[src/sv/bso_pkg.sv]
package bso_pkg;

    // Result kinds reported in tuser
    localparam logic [1:0] TOUCH_NONE = 2'd0;
    localparam logic [1:0] TOUCH_DIM  = 2'd1;
    localparam logic [1:0] TOUCH_DOT  = 2'd2;

    localparam logic [7:0] DIM_AMOUNT   = 8'd64;
    localparam logic [7:0] CHROMA_MID   = 8'd128;
    localparam logic [7:0] CHROMA_HIGH  = 8'd224;
    localparam logic [7:0] CHROMA_LOW   = 8'd32;

    // Configuration register indexes
    localparam logic [1:0] CFG_WIDTH  = 2'd0;
    localparam logic [1:0] CFG_HEIGHT = 2'd1;

    typedef struct packed {
        logic [15:0] anim_step;
        logic [1:0]  color_sel;
        logic [9:0]  pixel_col;
        logic [9:0]  pixel_row;
        logic [7:0]  luma_a;
        logic [7:0]  chroma_u;
        logic [7:0]  luma_b;
        logic [7:0]  chroma_v;
    } t_pix_in;

    typedef struct packed {
        logic [7:0] luma_a;
        logic [7:0] chroma_u;
        logic [7:0] luma_b;
        logic [7:0] chroma_v;
        logic [1:0] touched;
    } t_pix_out;

    typedef struct packed {
        logic [1:0] gx;
        logic [1:0] gy;
    } t_grid;

    // Dot ring layout: 0 1 2 / 7 . 3 / 6 5 4
    function automatic t_grid dot_grid(input logic [2:0] d);
        t_grid g;
        unique case (d)
            3'd0:    g = '{gx: 2'd0, gy: 2'd0};
            3'd1:    g = '{gx: 2'd1, gy: 2'd0};
            3'd2:    g = '{gx: 2'd2, gy: 2'd0};
            3'd3:    g = '{gx: 2'd2, gy: 2'd1};
            3'd4:    g = '{gx: 2'd2, gy: 2'd2};
            3'd5:    g = '{gx: 2'd1, gy: 2'd2};
            3'd6:    g = '{gx: 2'd0, gy: 2'd2};
            default: g = '{gx: 2'd0, gy: 2'd1};
        endcase
        return g;
    endfunction

endpackage

[src/sv/bso_calc.sv]
module bso_calc import bso_pkg::*; #(
    parameter int SPOT_SIZE = 32
) (
    input  logic [9:0] i_width,
    input  logic [9:0] i_height,
    input  t_pix_in    i_pix,
    output t_pix_out   o_pix
);

    localparam int DOT_SIZE = SPOT_SIZE / 4;
    localparam int DOT_SEP  = (SPOT_SIZE - DOT_SIZE) / 2;
    localparam int REACH    = SPOT_SIZE / 2 + DOT_SIZE;

    logic               small_scr;
    logic signed [11:0] col_s, row_s, mx, my, dx, dy, sum_d;
    logic               dim_hit;
    logic               cs;
    logic [2:0]         dot_idx;
    t_grid              grid;
    logic [10:0]        base_x, base_y;
    logic signed [11:0] off_x, off_y, sx, sy, ox, oy;
    logic               dot_hit;
    logic signed [9:0]  a1, a2, yy, lum_a, lum_b;
    logic [7:0]         dim_a, dim_b;

    assign small_scr = (i_width < 10'(SPOT_SIZE)) || (i_height < 10'(SPOT_SIZE));

    // Dim front distance from screen centre
    assign col_s = $signed({2'b00, i_pix.pixel_col});
    assign row_s = $signed({2'b00, i_pix.pixel_row});
    assign mx    = $signed({3'b000, i_width[9:1]});
    assign my    = $signed({3'b000, i_height[9:1]});
    assign dx    = (col_s >= mx) ? (col_s - mx) : (mx - 12'sd2 - col_s);
    assign dy    = (row_s >= my) ? (row_s - my) : (my - 12'sd1 - row_s);
    assign sum_d = (dx >>> 1) + dy;

    assign dim_hit = (i_pix.anim_step < 16'(2 * REACH)) && (dx >= 12'sd0) && !dx[0]
                     && (dx < 12'(REACH)) && (dy < 12'(REACH))
                     && (sum_d == $signed(i_pix.anim_step[11:0]));

    // Dot position for this step
    assign cs      = i_pix.anim_step[1];
    assign dot_idx = {i_pix.anim_step[4] ^ cs, i_pix.anim_step[3:2]};
    assign grid    = dot_grid(dot_idx);
    assign base_x  = ({1'b0, i_width}  - 11'(SPOT_SIZE)) >> 1;
    assign base_y  = ({1'b0, i_height} - 11'(SPOT_SIZE)) >> 1;

    always_comb begin
        unique case (grid.gx)
            2'd0:    off_x = 12'sd0;
            2'd1:    off_x = 12'(DOT_SEP);
            default: off_x = 12'(2 * DOT_SEP);
        endcase
        unique case (grid.gy)
            2'd0:    off_y = 12'sd0;
            2'd1:    off_y = 12'(DOT_SEP);
            default: off_y = 12'(2 * DOT_SEP);
        endcase
    end

    assign sx = $signed({1'b0, base_x}) + off_x;
    assign sy = $signed({1'b0, base_y}) + off_y;
    assign ox = col_s - sx;
    assign oy = row_s - sy;

    assign dot_hit = !i_pix.anim_step[0] && (ox >= 12'sd0) && (ox < 12'(DOT_SIZE)) && !ox[0]
                     && (oy >= 12'sd0) && (oy < 12'(DOT_SIZE));

    // Dot luma gradient: edge columns and top/bottom rows
    always_comb begin
        a1 = 10'sd0;
        a2 = 10'sd0;
        yy = 10'sd0;
        if (ox == 12'sd0) begin
            a1 = 10'sd31;
            a2 = 10'sd16;
        end
        if (ox + 12'sd2 >= 12'(DOT_SIZE)) begin
            a1 = -10'sd16;
            a2 = -10'sd31;
        end
        if (oy < 12'sd3) begin
            yy = yy + 10'(32 * (3 - oy));
        end
        if (oy + 12'sd3 >= 12'(DOT_SIZE)) begin
            yy = yy - 10'(32 * (oy + 12'sd4 - 12'(DOT_SIZE)));
        end
    end

    assign lum_a = 10'sd128 + a1 + yy;
    assign lum_b = 10'sd128 + a2 + yy;

    assign dim_a = (i_pix.luma_a > DIM_AMOUNT) ? (i_pix.luma_a - DIM_AMOUNT) : 8'd0;
    assign dim_b = (i_pix.luma_b > DIM_AMOUNT) ? (i_pix.luma_b - DIM_AMOUNT) : 8'd0;

    // Dot wins over dim, small screen passes everything
    always_comb begin
        o_pix.luma_a   = i_pix.luma_a;
        o_pix.chroma_u = i_pix.chroma_u;
        o_pix.luma_b   = i_pix.luma_b;
        o_pix.chroma_v = i_pix.chroma_v;
        o_pix.touched  = TOUCH_NONE;
        if (!small_scr) begin
            if (dim_hit) begin
                o_pix.luma_a  = dim_a;
                o_pix.luma_b  = dim_b;
                o_pix.touched = TOUCH_DIM;
            end
            if (dot_hit) begin
                o_pix.luma_a  = lum_a[7:0];
                o_pix.luma_b  = lum_b[7:0];
                o_pix.touched = TOUCH_DOT;
                if (cs) begin
                    o_pix.chroma_u = i_pix.color_sel[0] ? CHROMA_HIGH : CHROMA_LOW;
                    o_pix.chroma_v = i_pix.color_sel[1] ? CHROMA_HIGH : CHROMA_LOW;
                end else begin
                    o_pix.chroma_u = CHROMA_MID;
                    o_pix.chroma_v = CHROMA_MID;
                end
            end
        end
    end

endmodule

[src/sv/busy_spinner_overlay_unit.sv]
// Path from input accept to result valid: input register, then result register.
// Throughput: one pixel pair per cycle unless the result side stalls; the whole decision is one combinational pass
// between the two registers, and each stage holds its item only while the stage after
// it is full and stalled.
// Reset (synchronous, active low) empties both stages and clears screen width and
// height to 0, so every pair passes unchanged until both are written with at least SPOT_SIZE.
module busy_spinner_overlay_unit import bso_pkg::*; #(
    parameter int SPOT_SIZE = 32
) (
    input  logic        i_clk,
    input  logic        i_rst_n,
    // Configuration writes
    input  logic        i_cfg_valid,
    output logic        o_cfg_ready,
    input  logic [1:0]  i_cfg_index,
    input  logic [9:0]  i_cfg_data,
    // Input items
    input  logic        i_s_tvalid,
    output logic        o_s_tready,
    // tdata: anim_step[15:0], pixel_col[25:16], pixel_row[35:26], in_luma_a[43:36],
    //        in_chroma_u[51:44], in_luma_b[59:52], in_chroma_v[67:60], zero[71:68]
    input  logic [71:0] i_s_tdata,
    // tuser: color_sel[1:0]
    input  logic [1:0]  i_s_tuser,
    // Result items
    output logic        o_m_tvalid,
    input  logic        i_m_tready,
    // tdata: out_luma_a[7:0], out_chroma_u[15:8], out_luma_b[23:16], out_chroma_v[31:24]
    output logic [31:0] o_m_tdata,
    // tuser: touched[1:0]
    output logic [1:0]  o_m_tuser
);

    logic [9:0] r_width, r_height;
    logic       r_in_valid, r_out_valid;
    t_pix_in    r_in_pix, n_in_pix;
    t_pix_out   r_out_pix, n_out_pix;
    logic       out_adv, in_adv;

    assign o_cfg_ready = 1'b1;

    // Hold configuration registers
    always_ff @(posedge i_clk) begin
        if (!i_rst_n) begin
            r_width  <= '0;
            r_height <= '0;
        end else if (i_cfg_valid) begin
            if (i_cfg_index == CFG_WIDTH) begin
                r_width <= i_cfg_data;
            end
            if (i_cfg_index == CFG_HEIGHT) begin
                r_height <= i_cfg_data;
            end
        end
    end

    // Advance the pipeline when the next stage is free or draining
    assign out_adv    = !r_out_valid || i_m_tready;
    assign in_adv     = !r_in_valid || out_adv;
    assign o_s_tready = in_adv;

    assign n_in_pix.anim_step = i_s_tdata[15:0];
    assign n_in_pix.color_sel = i_s_tuser;
    assign n_in_pix.pixel_col = i_s_tdata[25:16];
    assign n_in_pix.pixel_row = i_s_tdata[35:26];
    assign n_in_pix.luma_a    = i_s_tdata[43:36];
    assign n_in_pix.chroma_u  = i_s_tdata[51:44];
    assign n_in_pix.luma_b    = i_s_tdata[59:52];
    assign n_in_pix.chroma_v  = i_s_tdata[67:60];

    bso_calc #(
        .SPOT_SIZE (SPOT_SIZE)
    ) u_calc (
        .i_width  (r_width),
        .i_height (r_height),
        .i_pix    (r_in_pix),
        .o_pix    (n_out_pix)
    );

    // Input stage
    always_ff @(posedge i_clk) begin
        if (!i_rst_n) begin
            r_in_valid <= 1'b0;
        end else if (in_adv) begin
            r_in_valid <= i_s_tvalid;
        end
    end

    always_ff @(posedge i_clk) begin
        if (in_adv && i_s_tvalid) begin
            r_in_pix <= n_in_pix;
        end
    end

    // Result stage
    always_ff @(posedge i_clk) begin
        if (!i_rst_n) begin
            r_out_valid <= 1'b0;
        end else if (out_adv) begin
            r_out_valid <= r_in_valid;
        end
    end

    always_ff @(posedge i_clk) begin
        if (out_adv && r_in_valid) begin
            r_out_pix <= n_out_pix;
        end
    end

    assign o_m_tvalid = r_out_valid;
    assign o_m_tdata  = {r_out_pix.chroma_v, r_out_pix.luma_b,
                         r_out_pix.chroma_u, r_out_pix.luma_a};
    assign o_m_tuser  = r_out_pix.touched;

endmodule
[config.mk]
export PLATFORM = sky130hd
export DESIGN_NAME = busy_spinner_overlay_unit
export DESIGN_NICKNAME = d
export VERILOG_FILES = /design/src/sv/bso_pkg.sv /design/src/sv/bso_calc.sv /design/src/sv/busy_spinner_overlay_unit.sv
export SDC_FILE = /design/constraint.sdc
export NUM_CORES = 1
export LEC_CHECK = 0
export ABC_AREA = 1
export BUFFER_PORTS_ARGS = -buffer_cell sky130_fd_sc_hd__clkbuf_2
export CORE_MARGIN = 1.5
export CORE_UTILIZATION = 35
export DETAILED_ROUTE_END_ITERATION = 10
export HOLD_SLACK_MARGIN = 0.08
export PLACE_DENSITY = 0.56
export SLEW_MARGIN = 10
export SYNTH_ARGS = -nofsm -noshare
export SYNTH_HDL_FRONTEND = slang
export SYNTH_HIERARCHICAL = 1
export SYNTH_SLANG_ARGS = --single-unit
export TNS_END_PERCENT = 1
[constraint.sdc]
create_clock -name i_clk -period 9.1 [get_ports i_clk]
set_clock_uncertainty 0.15 [all_clocks]
set_input_delay 1.365 -clock i_clk [delete_from_list [all_inputs] [get_ports i_clk]]
set_output_delay 1.365 -clock i_clk [all_outputs]
set_load 0.005 [all_outputs]
==> results.yml <==
clocking:
  cts-root-to-sink-buffers: 2
  clock_buffer_count_from_cts: 17
  cts-resized-gates: 0
  ctsHoldBuffers: 0
  cts_post_setup_buffers_inserted: 0
  htree_levels: 4
  cts_sinks: 124
  insertion_delay_of_the_later_clocked_pin_in_the_worst_skew_pair_ns: 0.43
  ctsRootBufferMaster: "sky130_fd_sc_hd__clkbuf_16"
  clkTransAtPathRegs_ns: 0.07
  cts_tree: "done"
sta:
  unrepaired_setup_endpoints_after_global_routing: "no"
  worstMarginPinSlew_ns: 1.139
  final.hold.worst_slack_ns: 0.3580
  drv_slew: 0
  final-setup-viol-count: 0
  max_clock_freq_mhz: 185.1
  final_period_util_pct: 59.36
  finalWorstPathRequiredPeriod_ns: 5.402
  final_hold_viol_count: 0
  totalNegativeSetupSlack_ns: 0
  layout_setup_ws_ns: 3.698
  timing.slew.headroom_pct: 23.89
placed_design:
  port-buffer-count: 121
  place.gp.congestion: 0.8737
  dp_hpwl_um: 21520
  placedInstanceArea_mm2: 0.01113
  worst_case_setup_slack_after_placement_ns: 3.761
floorplanning:
  dieArea_mm2: 0.02999
  std_cell_rows: 62
  fp.dieH_um: 173.2
  die_w_um: 173.2
  core_region_area_mm2: 0.02863
  boundaryPins: 128
  initial_core_utilization_pct: 35.41
synthesis:
  postSynthNetCount: 1534
  syn_area_per_cell_um2: 7.565
  ys.warnings.count: 6
  synth_cells: 1340
  synthesis.area_mm2: 0.01014
layout:
  antenna-diode-count: 0
  drive_gt1_share_pct: 13.18
  final_design_area_excluding_fillers_mm2: 0.01172
  area_growth_pct: 15.65
  layout.nets: 1660
  fillCellCount: 2937
worst_setup_path:
  timing.critical_path.from_type: "register"
  cp_required_ns: 9.12
  worst_path_most_repeated_cell: "sky130_fd_sc_hd__nand2_1"
  critical_path.endpoint_type: "register"
  timing_worst_setup_path_type: "register to register"
  highest_net_fanout_along_the_worst_path: 7
  arr_time_crit_path_ns: 5.42
  crit_path_max_delay_cell_type: "sky130_fd_sc_hd__edfxtp_1"
  cp_slowest_stage_delay_ns: 0.49
global_routing:
  vias_in_the_first_global_route: 8699
  grt_most_used_layer: "met2"
  gr-usage-met3_pct: 2.990
  grt_usage_pct: 18.31
  maximum_number_of_pins_on_one_net_before_global_route_repair: 42
  grt_pass1_wl_um: 43580
  met2_usage_pct: 32.91
  groute.layer.met1.usage_pct: 22.05
  number_of_antenna_violations_at_the_first_check_in_global_routing: 0
  globalRoute.totalOverflow: 0
power_and_ir_drop:
  power.static_leakage_nw: 5.945
  powerDensity_mw_per_mm2: 205.7
  irDropWorstVdd_mv: 0.1558
  final_total_power_mw: 2.412
drt:
  finalWirelength_um: 26730
  avgRoutedWirePerCell_um: 14.35
  drc: 0
  drt_first_iter_violations: 407
  viasPerCell: 4.686
  dr.pass1.iters: 5
  dr_total_vias: 8730
  antenna_violating_nets_post_route: 0
outcome:
  status: "completed"
flow_run:
  maxCapViolCount: 0
min_path:
  hold_path_class: "register to register"
where the power goes:
part           switching, mW  leakage [nW]  total [mW]  internal [mW]
logic                  0.660          4.50        1.03          0.369
registers             0.0223          1.17       0.675          0.653
clock network          0.316         0.284       0.708          0.392
total                  0.998          5.95        2.41           1.41
worst paths after layout:
kind / start / to / slack (ns) / depth (start not counted)
max reg2reg: r_in_pix[58] / o_m_tdata[23] / 3.70 / 29
max: r_in_pix[58] / o_m_tdata[23] / 3.70 / 29
min reg2reg: r_width[3] / r_width[3] / 0.36 / 2
min: r_width[3] / r_width[3] / 0.36 / 2
cell usage in the layout, fill, tap and decap left out, types with 5 or more instances in the layout:
| cell type | n |
|---|---|
| sky130_fd_sc_hd__nand2_1 | 315 |
| sky130_fd_sc_hd__inv_1 | 262 |
| sky130_fd_sc_hd__nor2_1 | 127 |
| sky130_fd_sc_hd__clkbuf_2 | 121 |
| sky130_fd_sc_hd__edfxtp_1 | 104 |
| sky130_fd_sc_hd__ha_1 | 90 |
| sky130_fd_sc_hd__nand3_1 | 85 |
| sky130_fd_sc_hd__a21oi_1 | 67 |
| sky130_fd_sc_hd__xor2_1 | 58 |
| sky130_fd_sc_hd__o21ai_0 | 30 |
| sky130_fd_sc_hd__nor3_1 | 25 |
| sky130_fd_sc_hd__nand4_1 | 21 |
| sky130_fd_sc_hd__dfxtp_1 | 20 |
| sky130_fd_sc_hd__clkbuf_16 | 17 |
| sky130_fd_sc_hd__fa_1 | 13 |
| sky130_fd_sc_hd__xnor2_1 | 12 |
| sky130_fd_sc_hd__nand2_2 | 11 |
| sky130_fd_sc_hd__nand3b_1 | 9 |
| sky130_fd_sc_hd__o21bai_1 | 7 |
| sky130_fd_sc_hd__or2_2 | 6 |
| sky130_fd_sc_hd__o21ai_1 | 6 |
| sky130_fd_sc_hd__a31oi_1 | 6 |
| sky130_fd_sc_hd__nand3_2 | 5 |
| sky130_fd_sc_hd__inv_6 | 5 |
| sky130_fd_sc_hd__inv_8 | 5 |
| sky130_fd_sc_hd__a21o_1 | 5 |
routing by layer:
metal | up-vias | share of wire (%)
met4 | 0 | 2.8
met5 | - | 0
met3 | 40 | 3.3
li1 | 4554 | -
met2 | 165 | 50
met1 | 3971 | 44
layout make-up:
type	count	area, um^2	share of cell area (%)
timing repair buffer	122	613.1	5.229
sequential	124	3523	30.05
tap	384	480.5	4.098
inverter	266	998.5	8.517
multi-input combinational	935	5514	47.03
clock buffer	17	425.4	3.629
clock inverter	15	168.9	1.441
through the flow:
step | utilization, % | cells
floorplan | - | 1340
global placement | 38.88 | 1831
detailed placement | 38.88 | 1831
CTS | 40.96 | 1863
global route | 40.96 | 1863
finish | 40.96 | 1863
worst max-delay path, delay by kind of cell (launching register included):
family	cells	cell delay [ns]
simple gates	19	1.99
fa+ha+maj	4	1.27
buf+inv	2	0.19
flops	1	0.49
compound gates	2	0.60
xor+xnor	2	0.45
sequential cells by signal (all words and copies together), names as in the netlist:
name        cells
r_in_pix       70
o_m_tdata      32
r_height        9
r_width         9
o_m_tuser       2
o_m_tvalid      1
r_in_valid      1
(Power assumes the default switching activity.)
